### src/hw/rtl/register_window_planner_macros.svh
// assertion macros shared by the register window planner rtl
// included by files that check their own logic; no other dependencies
`ifndef REGISTER_WINDOW_PLANNER_MACROS_SVH
`define REGISTER_WINDOW_PLANNER_MACROS_SVH
`ifndef SYNTH
`define RWP_ASSERT_IMP(lbl, clk, rst, ante, cons) \
  lbl: assert property (@(posedge clk) disable iff (rst) (ante) |-> (cons)) \
    else $error("rwp assertion failed");
`define RWP_ASSERT_NXT(lbl, clk, rst, ante, cons) \
  lbl: assert property (@(posedge clk) disable iff (rst) (ante) |=> (cons)) \
    else $error("rwp assertion failed");
`else
`define RWP_ASSERT_IMP(lbl, clk, rst, ante, cons)
`define RWP_ASSERT_NXT(lbl, clk, rst, ante, cons)
`endif
`endif

### src/hw/rtl/rwp_pkg.sv
// types, codes and constants of the register window planner
// used by every rtl module of the block; depends on nothing
`default_nettype none
package rwp_pkg;

  localparam int NUM_REGS_DEF    = 256;
  localparam int NUM_CLASSES_DEF = 4;
  localparam int WORD_W          = 64;

  // commands
  localparam logic [1:0] CMD_WR_FORBID = 2'd0;
  localparam logic [1:0] CMD_WR_LIVE   = 2'd1;
  localparam logic [1:0] CMD_PLAN      = 2'd2;

  // plan status
  localparam logic [2:0] ST_OK         = 3'd0;
  localparam logic [2:0] ST_INVALID    = 3'd1;
  localparam logic [2:0] ST_MISALIGNED = 3'd2;
  localparam logic [2:0] ST_RANGE      = 3'd3;
  localparam logic [2:0] ST_FORBIDDEN  = 3'd4;
  localparam logic [2:0] ST_LIVE       = 3'd5;
  localparam logic [2:0] ST_NO_WINDOW  = 3'd6;

  // plan source
  localparam logic [2:0] SRC_NONE     = 3'd0;
  localparam logic [2:0] SRC_EXPLICIT = 3'd1;
  localparam logic [2:0] SRC_DEAD     = 3'd2;
  localparam logic [2:0] SRC_GROWTH   = 3'd3;
  localparam logic [2:0] SRC_SPILL    = 3'd4;

  // configuration register indexes
  localparam logic [1:0] CFG_ARCH_LIMIT   = 2'd0;
  localparam logic [1:0] CFG_SPILL        = 2'd1;
  localparam logic [1:0] CFG_SPILL_GROWTH = 2'd2;

  typedef struct packed {
    logic [1:0]  command;
    logic [1:0]  rclass;
    logic [1:0]  word_index;
    logic [63:0] word_data;
    logic [8:0]  window_count;
    logic [6:0]  alignment;
    logic [8:0]  scan_from;
    logic        given_base_valid;
    logic [8:0]  given_base;
    logic [8:0]  current_allocation;
    logic [8:0]  max_referenced;
    logic        spill_only;
  } rwp_in_t;

  typedef struct packed {
    logic [2:0] plan_status;
    logic [2:0] plan_source;
    logic       window_base_valid;
    logic [7:0] window_base;
    logic [8:0] window_size;
    logic [8:0] descriptor_count;
  } rwp_out_t;

  typedef struct packed {
    logic [8:0] reg_limit;
    logic       spill_allowed;
    logic       spill_growth_allowed;
  } rwp_cfg_t;

endpackage
`default_nettype wire

### src/hw/rtl/register_window_planner.sv
// Register window planner: aligned first-fit window search over per-class
// forbidden and live bitmaps held in two synchronous stores.
//
// Input channel (in_valid / in_stall / in_item): bitmap word writes and plan
// requests. A word write is accepted when idle and gives no result. A plan
// loads the class bitmap (one word a cycle), then walks candidate
// bases: aligning a base is a repeated add of the alignment, one add a
// cycle, and each window is checked one register a cycle, for up to
// four passes. A rejected request still passes through S_LOAD and
// S_DECIDE to S_DONE before its result is registered, and the next
// item is taken once the planner is back in S_IDLE with in_stall low.
// One item is worked on at a time; in_stall is high while a plan runs.
// Output channel (out_valid / out_stall / out_item): one result per plan,
// held in an output register; a new item is taken while it waits, and a
// finished plan waits for the register to free when out_stall stays high.
// Configuration (cfg_we / cfg_index / cfg_data) must be written only while
// idle (unchecked). Reset clears both bitmaps through per-entry valid bits,
// with no clearing pass, and sets the limit to 256 with spilling disabled.
`default_nettype none
module register_window_planner #(
  parameter int NUM_REGS    = rwp_pkg::NUM_REGS_DEF,
  parameter int NUM_CLASSES = rwp_pkg::NUM_CLASSES_DEF
) (
  input  wire logic              clk,
  input  wire logic              rst,
  input  wire logic              in_valid,
  output logic                   in_stall,
  input  wire rwp_pkg::rwp_in_t  in_item,
  output logic                   out_valid,
  input  wire logic              out_stall,
  output rwp_pkg::rwp_out_t      out_item,
  input  wire logic              cfg_we,
  input  wire logic [1:0]        cfg_index,
  input  wire logic [8:0]        cfg_data
);

  localparam int WORDS = (NUM_REGS + 63) / 64;
  localparam int DEPTH = NUM_CLASSES * WORDS;
  localparam int AW    = (DEPTH > 1) ? $clog2(DEPTH) : 1;

  rwp_pkg::rwp_cfg_t          cfg;
  logic                       accept;
  logic                       wr_ok;
  logic                       wr_forbid;
  logic                       wr_live;
  logic [AW-1:0]              wr_addr;
  logic [AW-1:0]              rd_addr;
  logic [rwp_pkg::WORD_W-1:0] forbid_word;
  logic [rwp_pkg::WORD_W-1:0] live_word;
  logic                       busy;

  // configuration registers
  always_ff @(posedge clk) begin
    if (rst) begin
      cfg.reg_limit            <= 9'd256;
      cfg.spill_allowed        <= 1'b0;
      cfg.spill_growth_allowed <= 1'b0;
    end else if (cfg_we) begin
      unique case (cfg_index)
        rwp_pkg::CFG_ARCH_LIMIT:   cfg.reg_limit            <= cfg_data;
        rwp_pkg::CFG_SPILL:        cfg.spill_allowed        <= cfg_data[0];
        rwp_pkg::CFG_SPILL_GROWTH: cfg.spill_growth_allowed <= cfg_data[0];
        default: ;
      endcase
    end
  end

  // input handshake and word write decode
  always_comb begin
    in_stall  = busy;
    accept    = in_valid && !busy;
    wr_ok     = (32'(in_item.rclass) < 32'(NUM_CLASSES)) &&
                (32'(in_item.word_index) < 32'(WORDS));
    wr_forbid = accept && wr_ok && (in_item.command == rwp_pkg::CMD_WR_FORBID);
    wr_live   = accept && wr_ok && (in_item.command == rwp_pkg::CMD_WR_LIVE);
    wr_addr   = AW'(int'(in_item.rclass) * WORDS + int'(in_item.word_index));
  end

  rwp_map_mem #(.DEPTH(DEPTH), .AW(AW)) u_forbid_mem (
    .clk     (clk),
    .rst     (rst),
    .wr_en   (wr_forbid),
    .wr_addr (wr_addr),
    .wr_data (in_item.word_data),
    .rd_addr (rd_addr),
    .rd_data (forbid_word)
  );

  rwp_map_mem #(.DEPTH(DEPTH), .AW(AW)) u_live_mem (
    .clk     (clk),
    .rst     (rst),
    .wr_en   (wr_live),
    .wr_addr (wr_addr),
    .wr_data (in_item.word_data),
    .rd_addr (rd_addr),
    .rd_data (live_word)
  );

  rwp_planner #(
    .NUM_REGS    (NUM_REGS),
    .NUM_CLASSES (NUM_CLASSES),
    .WORDS       (WORDS),
    .AW          (AW)
  ) u_planner (
    .clk         (clk),
    .rst         (rst),
    .start       (accept && (in_item.command == rwp_pkg::CMD_PLAN)),
    .req_in      (in_item),
    .busy        (busy),
    .cfg         (cfg),
    .rd_addr     (rd_addr),
    .forbid_word (forbid_word),
    .live_word   (live_word),
    .out_valid   (out_valid),
    .out_stall   (out_stall),
    .out_item    (out_item)
  );

endmodule
`default_nettype wire

### src/hw/rtl/rwp_map_mem.sv
// one bitmap store: synchronous memory with per-entry valid bits
// entries never written read as zero; uses rwp_pkg for the word width
`default_nettype none
module rwp_map_mem #(
  parameter int DEPTH = 16,
  parameter int AW    = 4
) (
  input  wire logic                       clk,
  input  wire logic                       rst,
  input  wire logic                       wr_en,
  input  wire logic [AW-1:0]              wr_addr,
  input  wire logic [rwp_pkg::WORD_W-1:0] wr_data,
  input  wire logic [AW-1:0]              rd_addr,
  output logic      [rwp_pkg::WORD_W-1:0] rd_data
);

  logic [rwp_pkg::WORD_W-1:0] mem [DEPTH];
  logic [DEPTH-1:0]           vld;

  // valid bits, cleared at reset
  always_ff @(posedge clk) begin
    if (rst) begin
      vld <= '0;
    end else if (wr_en) begin
      vld[wr_addr] <= 1'b1;
    end
  end

  // write port and registered read
  always_ff @(posedge clk) begin
    if (wr_en) begin
      mem[wr_addr] <= wr_data;
    end
    rd_data <= vld[rd_addr] ? mem[rd_addr] : '0;
  end

endmodule
`default_nettype wire

### src/hw/rtl/rwp_planner.sv
// plan sequencer: loads a class bitmap from the stores, then runs the
// aligned window passes one register a cycle; uses rwp_pkg and the macros
`default_nettype none
`include "register_window_planner_macros.svh"
module rwp_planner #(
  parameter int NUM_REGS    = rwp_pkg::NUM_REGS_DEF,
  parameter int NUM_CLASSES = rwp_pkg::NUM_CLASSES_DEF,
  parameter int WORDS       = (NUM_REGS + 63) / 64,
  parameter int AW          = 4
) (
  input  wire logic                       clk,
  input  wire logic                       rst,
  input  wire logic                       start,
  input  wire rwp_pkg::rwp_in_t           req_in,
  output logic                            busy,
  input  wire rwp_pkg::rwp_cfg_t          cfg,
  output logic      [AW-1:0]              rd_addr,
  input  wire logic [rwp_pkg::WORD_W-1:0] forbid_word,
  input  wire logic [rwp_pkg::WORD_W-1:0] live_word,
  output logic                            out_valid,
  input  wire logic                       out_stall,
  output rwp_pkg::rwp_out_t               out_item
);

  localparam int CW  = $clog2(NUM_REGS + 1) + 3;
  localparam int RW  = $clog2(NUM_REGS);
  localparam int MW  = WORDS * rwp_pkg::WORD_W;
  localparam int WCW = $clog2(WORDS + 1);

  typedef enum logic [5:0] {
    S_IDLE   = 6'b000001,
    S_LOAD   = 6'b000010,
    S_DECIDE = 6'b000100,
    S_ADV    = 6'b001000,
    S_SCAN   = 6'b010000,
    S_DONE   = 6'b100000
  } state_t;

  typedef enum logic [4:0] {
    P_EXPL     = 5'b00001,
    P_DEAD_CUR = 5'b00010,
    P_FRESH    = 5'b00100,
    P_DEAD_LIM = 5'b01000,
    P_SPILL    = 5'b10000
  } pass_t;

  state_t            state;
  pass_t             pass;
  rwp_pkg::rwp_in_t  req;
  rwp_pkg::rwp_out_t res;
  logic [WCW-1:0]    ld_cnt;
  logic [MW-1:0]     fbits;
  logic [MW-1:0]     lbits;
  logic [CW-1:0]     b;
  logic [CW-1:0]     target;
  logic [CW-1:0]     plim;
  logic [CW-1:0]     r;
  logic [8:0]        off;
  logic              fhit;
  logic              lhit;

  logic [CW-1:0] lim;
  logic [CW-1:0] count_c;
  logic [CW-1:0] cur_c;
  logic [CW-1:0] maxref_c;
  logic [CW-1:0] start_c;
  logic [CW-1:0] xbase_c;
  logic [CW-1:0] al_c;
  logic [CW-1:0] end_c;
  logic [CW-1:0] grow_from;
  logic [8:0]    desc_max;
  logic          f_bit;
  logic          l_bit;
  logic          need_dead;
  logic          invalid;
  logic          res_free;

  // widened request fields and derived values
  always_comb begin
    lim      = (CW'(cfg.reg_limit) > CW'(NUM_REGS)) ? CW'(NUM_REGS)
                                                     : CW'(cfg.reg_limit);
    count_c  = CW'(req.window_count);
    cur_c    = CW'(req.current_allocation);
    maxref_c = CW'(req.max_referenced);
    start_c  = CW'(req.scan_from);
    xbase_c  = CW'(req.given_base);
    al_c     = CW'(req.alignment);
    end_c    = b + count_c;
    desc_max = (end_c > cur_c) ? end_c[8:0] : req.current_allocation;
    grow_from = start_c;
    if (cur_c > grow_from) begin
      grow_from = cur_c;
    end
    if (maxref_c > grow_from) begin
      grow_from = maxref_c;
    end
    f_bit     = (r < CW'(NUM_REGS)) ? fbits[r[RW-1:0]] : 1'b0;
    l_bit     = (r < CW'(NUM_REGS)) ? lbits[r[RW-1:0]] : 1'b0;
    need_dead = (pass == P_DEAD_CUR) || (pass == P_DEAD_LIM);
    invalid   = (32'(req.rclass) >= 32'(NUM_CLASSES)) || (req.window_count == '0) ||
                (req.alignment == '0) || (lim == '0) || (cur_c > lim) || (maxref_c > lim);
    rd_addr   = AW'(int'(req.rclass) * WORDS + int'(ld_cnt));
    res_free  = !out_valid || !out_stall;
  end

  assign busy = (state != S_IDLE);

  // bitmap capture from the registered store read, one word behind the read address
  always_ff @(posedge clk) begin
    if (state == S_LOAD && ld_cnt != '0) begin
      fbits[rwp_pkg::WORD_W * int'(ld_cnt - 1'b1) +: rwp_pkg::WORD_W] <= forbid_word;
      lbits[rwp_pkg::WORD_W * int'(ld_cnt - 1'b1) +: rwp_pkg::WORD_W] <= live_word;
    end
  end

  // sequencer
  always_ff @(posedge clk) begin
    if (rst) begin
      state     <= S_IDLE;
      pass      <= P_DEAD_CUR;
      out_valid <= 1'b0;
      ld_cnt    <= '0;
    end else begin
      // result taken and nothing new to deliver
      if (out_valid && !out_stall && state != S_DONE) begin
        out_valid <= 1'b0;
      end
      unique case (state)
        S_IDLE: begin
          if (start) begin
            req    <= req_in;
            ld_cnt <= '0;
            state  <= S_LOAD;
          end
        end
        S_LOAD: begin
          if (ld_cnt == WCW'(WORDS)) begin
            state <= S_DECIDE;
          end
          ld_cnt <= ld_cnt + 1'b1;
        end
        S_DECIDE: begin
          res.window_size       <= req.window_count;
          res.plan_source       <= rwp_pkg::SRC_NONE;
          res.window_base_valid <= 1'b0;
          res.window_base       <= '0;
          res.descriptor_count  <= req.current_allocation;
          res.plan_status       <= invalid ? rwp_pkg::ST_INVALID : rwp_pkg::ST_NO_WINDOW;
          b <= '0;
          priority if (invalid) begin
            state <= S_DONE;
          end else if (req.given_base_valid) begin
            pass   <= P_EXPL;
            target <= xbase_c;
            plim   <= lim;
            state  <= S_ADV;
          end else if (req.spill_only) begin
            if (cfg.spill_allowed) begin
              pass   <= P_SPILL;
              target <= start_c;
              plim   <= cfg.spill_growth_allowed ? lim : cur_c;
              state  <= S_ADV;
            end else begin
              state <= S_DONE;
            end
          end else begin
            pass   <= P_DEAD_CUR;
            target <= start_c;
            plim   <= cur_c;
            state  <= S_ADV;
          end
        end
        S_ADV: begin
          if (b >= target) begin
            if (pass == P_EXPL) begin
              priority if (b != xbase_c) begin
                res.plan_status <= rwp_pkg::ST_MISALIGNED;
                state           <= S_DONE;
              end else if (end_c > plim) begin
                res.plan_status <= rwp_pkg::ST_RANGE;
                state           <= S_DONE;
              end else begin
                r     <= b;
                off   <= '0;
                fhit  <= 1'b0;
                lhit  <= 1'b0;
                state <= S_SCAN;
              end
            end else if (end_c > plim) begin
              // pass failed: move to the next pass, or finish if there is none
              b <= '0;
              unique case (pass)
                P_DEAD_CUR: begin
                  pass   <= P_FRESH;
                  target <= grow_from;
                  plim   <= lim;
                end
                P_FRESH: begin
                  pass   <= P_DEAD_LIM;
                  target <= start_c;
                  plim   <= lim;
                end
                P_DEAD_LIM: begin
                  if (cfg.spill_allowed) begin
                    pass   <= P_SPILL;
                    target <= start_c;
                    plim   <= cur_c;
                  end else begin
                    state <= S_DONE;
                  end
                end
                default: begin
                  state <= S_DONE;
                end
              endcase
            end else begin
              r     <= b;
              off   <= '0;
              state <= S_SCAN;
            end
          end else begin
            b <= b + al_c;
          end
        end
        S_SCAN: begin
          if (off == req.window_count) begin
            // whole window checked
            state <= S_DONE;
            if (pass == P_EXPL && fhit) begin
              res.plan_status <= rwp_pkg::ST_FORBIDDEN;
            end else if (pass == P_EXPL && lhit && xbase_c < maxref_c) begin
              res.plan_status <= rwp_pkg::ST_LIVE;
            end else begin
              res.plan_status       <= rwp_pkg::ST_OK;
              res.window_base_valid <= 1'b1;
              res.window_base       <= b[7:0];
              unique case (pass)
                P_EXPL: begin
                  res.plan_source      <= rwp_pkg::SRC_EXPLICIT;
                  res.descriptor_count <= desc_max;
                end
                P_DEAD_CUR: begin
                  res.plan_source      <= rwp_pkg::SRC_DEAD;
                  res.descriptor_count <= req.current_allocation;
                end
                P_FRESH: begin
                  res.plan_source      <= rwp_pkg::SRC_GROWTH;
                  res.descriptor_count <= end_c[8:0];
                end
                P_DEAD_LIM: begin
                  res.plan_source      <= rwp_pkg::SRC_GROWTH;
                  res.descriptor_count <= desc_max;
                end
                default: begin
                  res.plan_source      <= rwp_pkg::SRC_SPILL;
                  res.descriptor_count <= desc_max;
                end
              endcase
            end
          end else if (pass == P_EXPL) begin
            fhit <= fhit | f_bit;
            lhit <= lhit | l_bit;
            r    <= r + 1'b1;
            off  <= off + 1'b1;
          end else if (f_bit || (need_dead && l_bit)) begin
            // blocked register: next candidate lies above it
            target <= r + 1'b1;
            state  <= S_ADV;
          end else begin
            r   <= r + 1'b1;
            off <= off + 1'b1;
          end
        end
        S_DONE: begin
          if (res_free) begin
            out_valid <= 1'b1;
            out_item  <= res;
            state     <= S_IDLE;
          end
        end
        default: begin
          state <= S_IDLE;
        end
      endcase
    end
  end

  // checks
  `RWP_ASSERT_IMP(a_off_in_window, clk, rst, state == S_SCAN, off <= req.window_count)
  `RWP_ASSERT_IMP(a_scan_fits, clk, rst, state == S_SCAN, end_c <= plim)
  `RWP_ASSERT_IMP(a_base_means_ok, clk, rst, out_valid && out_item.window_base_valid, out_item.plan_status == rwp_pkg::ST_OK)
  `RWP_ASSERT_NXT(a_done_delivers, clk, rst, state == S_DONE && res_free, out_valid && state == S_IDLE)

endmodule
`default_nettype wire
### config.mk
export PLATFORM = sky130hd
export DESIGN_NAME = register_window_planner
export DESIGN_NICKNAME = d
export VERILOG_FILES = /design/src/hw/rtl/rwp_pkg.sv /design/src/hw/rtl/register_window_planner.sv /design/src/hw/rtl/rwp_map_mem.sv /design/src/hw/rtl/rwp_planner.sv
export VERILOG_INCLUDE_DIRS = /design/src /design/src/hw/rtl
export SDC_FILE = /design/constraint.sdc
export NUM_CORES = 2
export LEC_CHECK = 0
export ABC_AREA = 1
export BUFFER_PORTS_ARGS = -buffer_cell sky130_fd_sc_hd__clkbuf_2
export CAP_MARGIN = 20
export CORE_MARGIN = 2
export CORE_UTILIZATION = 40
export DETAILED_ROUTE_END_ITERATION = 8
export GPL_ROUTABILITY_DRIVEN = 1
export HOLD_SLACK_MARGIN = 0.12
export SLEW_MARGIN = 10
export SYNTH_ARGS = -nofsm -noshare
export SYNTH_HDL_FRONTEND = slang
export SYNTH_SLANG_ARGS = --single-unit
### constraint.sdc
create_clock -name clk -period 15.1 [get_ports clk]
set_clock_uncertainty 0.05 [all_clocks]
set_input_delay 0 -clock clk [delete_from_list [all_inputs] [get_ports clk]]
set_output_delay 0 -clock clk [all_outputs]
set_load 0.01 [all_outputs]
Word-level counts from Yosys, hierarchy flattened
Memory sizes are Yosys's and may differ from the RTL's. A register that Yosys moved wholly into a read port is not among the register bits. Cells that the tools add are included. W data, S select, Z words.

$add $sub $neg: 9. $lt $le $gt $ge: 14. Equality and inequality tests: 49. Shifts and indexed selects: 3. Multiplexer cells: 125. Bitwise operators: 5. Reductions and logical operators: 53.

Operators with widths (count): $bwmux W256 (2); $shiftx A64 B33 Y256 (2); $mux W12 (32); $shift A64 B33 Y256 const A (1); $pmux W12 S2 (5); $mux W9 (13); $mux W6 (16); $pmux W12 S3 (2); $pmux W9 S2 (3); $pmux W6 S6 (1); $mux W5 (7); $neg A32 Y33 (1); $or A16 B16 Y16 (2); $gt A9 B12 Y1 (2); $mux W3 (8); $mux W1 (22); $gt A9 B9 Y1 (2); $ne A2 B2 Y1 const B (9); $pmux W3 S3 (2); $reduce_and A6 Y1 (3); $bmux W1 S8 (2); $ne A2 B1 Y1 const B (8); $reduce_and A8 Y1 (2); $mux W15 (1); other kinds (66) (110).

Register bits after elaboration: 751. Bits in writable memories: 2048. Input port bits: 140. Logic and storage cells: 299. Memories kept: 2.

Memories: u_forbid_mem.mem (depth 16, width 64, rd ports 1, clocked after memory_dff 1, wr ports 1, RTL line rwp_map_mem.sv:17) `logic [rwp_pkg::WORD_W-1:0] mem [DEPTH];`; u_live_mem.mem (depth 16, width 64, rd ports 1, clocked after memory_dff 1, wr ports 1, RTL line rwp_map_mem.sv:17).

Longest topological paths before layout
Depth in word-level cells: 9. Mapped depth: 26. Mapped depth without buffers: 25.

Cells and area by module
Synthesis repeated with hierarchy kept, for this count alone.

Cells, all modules: 12717. Area, all modules: 128213.0 um2.

By module, submodules not included: rwp_map_mem (u_forbid_mem) (instances 1, cells an instance 4452, area each 46159.3 um2); rwp_map_mem (u_live_mem) (instances 1, cells an instance 4449, area each 46130.5 um2); rwp_planner (instances 1, cells an instance 3734, area each 35382.7 um2); register_window_planner (instances 1, cells an instance 82, area each 540.5 um2).

Worst setup path after synthesis
No wires, ideal clock.

Path kind: register to register. Start: register u_planner.ld_cnt[0]. End: register u_planner.fbits[0], enable pin. Library setup time: 0.931 ns. Arrival time: 14.802 ns. Data required time: 14.119 ns. Setup slack: -0.683 ns. Stages on the path, launching flop included: 16. Path buffers: 6. Cell sequence: dfxtp_1 -> buf_2 -> inv_1 -> buf_2 -> clkbuf_1 -> clkbuf_1 -> buf_1 -> ha_1 -> nand2_1 -> nor2_1 -> ha_1 -> inv_1 -> clkbuf_1 -> nor2_1 -> nand4_1 -> nor4_1.

Word-level cells in the longest chain between the ends: 2.

RTL lines: from (decl) (RTL line rwp_planner.sv:51) `logic [WCW-1:0] ld_cnt;`; from (signal assigned) (RTL line rwp_planner.sv:140) `ld_cnt <= ld_cnt + 1'b1;`; $reduce_bool A3 Y1 (RTL line rwp_planner.sv:110) `if (state == S_LOAD && ld_cnt != '0) begin`; $logic_and A1 B1 Y1 (RTL line rwp_planner.sv:110); to (signal, indexed assignment) (RTL line rwp_planner.sv:111) `fbits[rwp_pkg::WORD_W * int'(ld_cnt - 1'b1) +: rwp_pkg::WORD_W] <= forbid_word;`; to (decl) (RTL line rwp_planner.sv:52) `logic [MW-1:0] fbits;`.

No other way between the ends. A chain may end at the register's enable or synchronous reset.

Final worst setup path
Start: register u_planner.ld_cnt[0]. End: register u_planner.lbits[3], enable pin.

Word-level cells in the longest chain between the ends: 2.

RTL lines: $reduce_bool A3 Y1 (RTL line rwp_planner.sv:110); $logic_and A1 B1 Y1 (RTL line rwp_planner.sv:110); to (signal, indexed assignment) (RTL line rwp_planner.sv:112) `lbits[rwp_pkg::WORD_W * int'(ld_cnt - 1'b1) +: rwp_pkg::WORD_W] <= live_word;`; to (decl) (RTL line rwp_planner.sv:53) `logic [MW-1:0] lbits;`.

No other way between the ends.

==> flow_metrics.env <==
export IMPL_cts_max_level=5
export IMPL_wl_per_cell_um=25.38
export IMPL_synthArstFlopShare=0
export IMPL_worstMarginPinSlew_ns=1.191
export IMPL_critPathMaxFanout=131
export IMPL_r2r_end="u_planner.lbits[3]$_DFFE_PP_"
export IMPL_r2r_setup_slack_ns=8.43
export IMPL_syn_to_final_growth_pct=14.40
export IMPL_synth_edf_count=2738
export IMPL_syn_num_nets=10080
export IMPL_cap_violations=0
export IMPL_fp_dieH_um=550.4
export IMPL_ys_seq_area_frac=0.7197
export IMPL_netlist_instances=9832
export IMPL_start_kind="register"
export IMPL_min_path_cells=2
export IMPL_whs_endpoint="u_live_mem.mem[8][31]$_DFFE_PP_"
export IMPL_rows=200
export IMPL_drt_total_wl_mm=361.1
export IMPL_via_count=82220
export IMPL_coreArea_um2=297000
export IMPL_clock_latency_ns=0.92
export IMPL_final_common_cell="edfxtp_1"
export IMPL_cts_root_buf="clkbuf_16"
export IMPL_routed_wl_met3_mm=31.53
export IMPL_critPathLaunch="u_planner.ld_cnt[0]$_SDFFE_PP0P_"
export IMPL_drt_iter0_markers=9978
export IMPL_initial_core_util=0.4020
export IMPL_drcViolationCount=0
export IMPL_rsz0062_at_grt="no"
export IMPL_synth_warnings=0
export IMPL_ys_ff_latch=2924
export IMPL_synth_cell_types=53
export IMPL_final_cell_mix="edfxtp_1, nor2_1, o21ai_0"
export IMPL_finalSetupViolations=0
export IMPL_dpl_hpwl_mm=194.4
export IMPL_max_freq_ghz=0.1499
export IMPL_via_per_inst=5.778
export IMPL_first_pass_iters=6
export IMPL_critPathCaptureType="register"
export IMPL_synthesis_area_um2=119400
export IMPL_die_area_um2=302900
export IMPL_status="finished, final reports clean"
export IMPL_hold_path_class="in -> reg"
export IMPL_crit_type="reg -> reg"
export IMPL_final_antenna_net_count=0
export IMPL_grt_first_pass_wirelength_mm=525.0
export IMPL_worstHoldStart="in_item[85]"
export IMPL_highest_layer="met5"
export IMPL_hold_viol_final=0
export IMPL_wl_met1_mm=147.8
export IMPL_cts_tree="yes"
export IMPL_post_cts_buffers=0
export IMPL_overflow=0
export IMPL_r2r_cells=13
export IMPL_powerDensity_nw_per_um2=131.3
export IMPL_arrival_ns=7.12
export IMPL_leakage_nw=45.49
export IMPL_grtUsageTotal=0.2318
export IMPL_clockBufferDepth=4
export IMPL_nets=10270
export IMPL_cts_sinks=2924
export IMPL_gp_congestion=0.8642
export IMPL_portBuffers=174
export IMPL_timing_rr_start="u_planner.ld_cnt[0]$_SDFFE_PP0P_"
export IMPL_syn_area_per_cell_um2=12.15
export IMPL_grt_max_degree=233
export IMPL_final_area_um2=136600
export IMPL_antenna_found_initial=23
export IMPL_clk_pin_slew_ns=0.06
export IMPL_numCtsBuffers=312
export IMPL_peakVddDrop_mv=0.08684
export IMPL_min_period_ns=6.671
export IMPL_layout_worst_path_cycle_share=0.4418
export IMPL_synthFlopType="edfxtp_1"
export IMPL_crit_required_ns=15.55
export IMPL_wl_met2_mm=169.8
export IMPL_setup_tns_final_ns=0
export IMPL_grt_pass1_vias=78690
export IMPL_placed_area_um2=124100
export IMPL_slew_viol_final=0
export IMPL_io_pins=175
export IMPL_die_width_um=550.4
export IMPL_timing_slew_headroom=0.2001
export IMPL_layout_drive_gt1_share=0.08374
-- power breakdown --
part	total, mW	internal (mW)	switching (mW)
registers	9.02	8.94	0.0857
logic	1.37	0.365	1.00
clock network	7.55	4.38	3.17
total	17.9	13.7	4.26
-- cell usage after synthesis, drive strengths merged (4+ instances only) --
cell type / number / area share
a221oi: 6 / 0.00044
o22ai: 195 / 0.010
o21bai: 8 / 0.00050
a31oi: 4 / 0.00021
clkinv: 7 / 0.00022
nor3: 287 / 0.012
nand4: 24 / 0.0013
nand2: 973 / 0.031
nand3: 507 / 0.021
a22oi: 4 / 0.00025
clkbuf: 519 / 0.016
nor2: 1572 / 0.049
edfxtp: 2738 / 0.69
inv: 472 / 0.015
nor3b: 8 / 0.00054
o21a: 36 / 0.0023
or2: 5 / 0.00026
dfxtp: 186 / 0.031
o221ai: 353 / 0.026
buf: 166 / 0.0076
a21oi: 167 / 0.0070
o21ai: 1245 / 0.052
a211oi: 6 / 0.00038
xor2: 16 / 0.0012
xnor2: 13 / 0.00095
nor4: 14 / 0.00084
o211ai: 155 / 0.0097
a21boi: 24 / 0.0015
ha: 102 / 0.011
-- stage by stage --
step / setup slack (ns) / std cells / hold WS [ns] / utilization / total power [mW]
after global placement: 8.617 / 13410 / 0.1266 / 0.4178 / 10.46
after detailed placement: 8.547 / 13410 / 0.1291 / 0.4178 / 10.48
after floorplan: 4.611 / 9832 / 0.04887 / - / 9.946
final: 8.429 / 14230 / 0.1700 / 0.4599 / 17.94
after CTS: 8.502 / 14220 / 0.1271 / 0.4597 / 18.01
after global routing: 8.145 / 14230 / 0.2419 / 0.4599 / 18.46
-- critical path: stages (launching register included) --
cell     delay, ns
dfxtp_4       0.92
inv_8         0.47
buf_4         0.52
ha_1          0.34
or2_2         0.33
nand2_1       0.11
nor2_1        0.09
ha_4          0.69
inv_4         0.37
nor2_1        0.17
nand4_1       0.16
nor4_4        0.24
buf_4         0.64
buf_4         0.94
-- layer usage --
metal / global-route usage / vias up
met2: 0.3755 / 3977
met5: 0 / -
met4: 0.07504 / 10
li1: - / 36240
met3: 0.03570 / 706
met1: 0.3201 / 41290
-- sequential cells by signal (all words and copies together), names as in the netlist, 7 cells and up --
register              count
u_forbid_mem.rd_data     64
u_planner.cur_c           9
u_planner.al_c            7
u_planner.maxref_c        9
u_forbid_mem.vld         16
u_planner.fbits         256
u_live_mem.vld           16
u_live_mem.mem         1024
cfg                      11
u_forbid_mem.mem       1024
u_planner.off             9
u_planner.count_c         9
u_planner.req            22
u_planner.res            33
u_planner.lbits         256
u_planner.plim            9
u_planner.r              12
u_live_mem.rd_data       64
u_planner.b              12
u_planner.target         12
u_planner.out_item       33
-- layout make-up --
class,instances,area [um2]
antenna,8,20.02
clock buffer,447,8826
clock inverter,124,1240
fill,26180,160400
inverter,479,1837
multi-input combinational,5744,29230
sequential,2924,85950
tap,3939,4928
timing repair buffer,564,4589
-- worst max-delay path by stage --
| stage | cells after the start | endpoint |
|---|---|---|
| 6_report | 13 | u_planner.lbits[3]$_DFFE_PP_ |
| 5_1_grt | 13 | u_planner.lbits[2]$_DFFE_PP_ |
| 4_1_cts | 13 | u_planner.fbits[56]$_DFFE_PP_ |
| 3_5_place_dp | 13 | u_planner.lbits[55]$_DFFE_PP_ |
| 3_3_place_gp | 13 | u_planner.lbits[56]$_DFFE_PP_ |
| 2_1_floorplan | 15 | u_planner.fbits[0]$_DFFE_PP_ |
-- logic make-up (layout without fill, tap and decap cells) --
kind of cell	Yosys count	in the layout	synth area share
and+or+nand+nor	3393	3393	0.1165
adders and majority gates	104	104	0.01102
other	0	8	0
DFF	2924	2924	0.7197
AOI/OAI and AO/OA	2218	2218	0.1117
buffers and inverters	1164	1614	0.03899
xor gates and xnor gates	29	29	0.002127
-- what timing repair did --
item / CTS / global route
endpoints found under the hold margin: 2510 / 0
resized for setup: 0 / 0
hold buffers: 236 / 0
No activity file was read; power rests on OpenSTA's default activity.
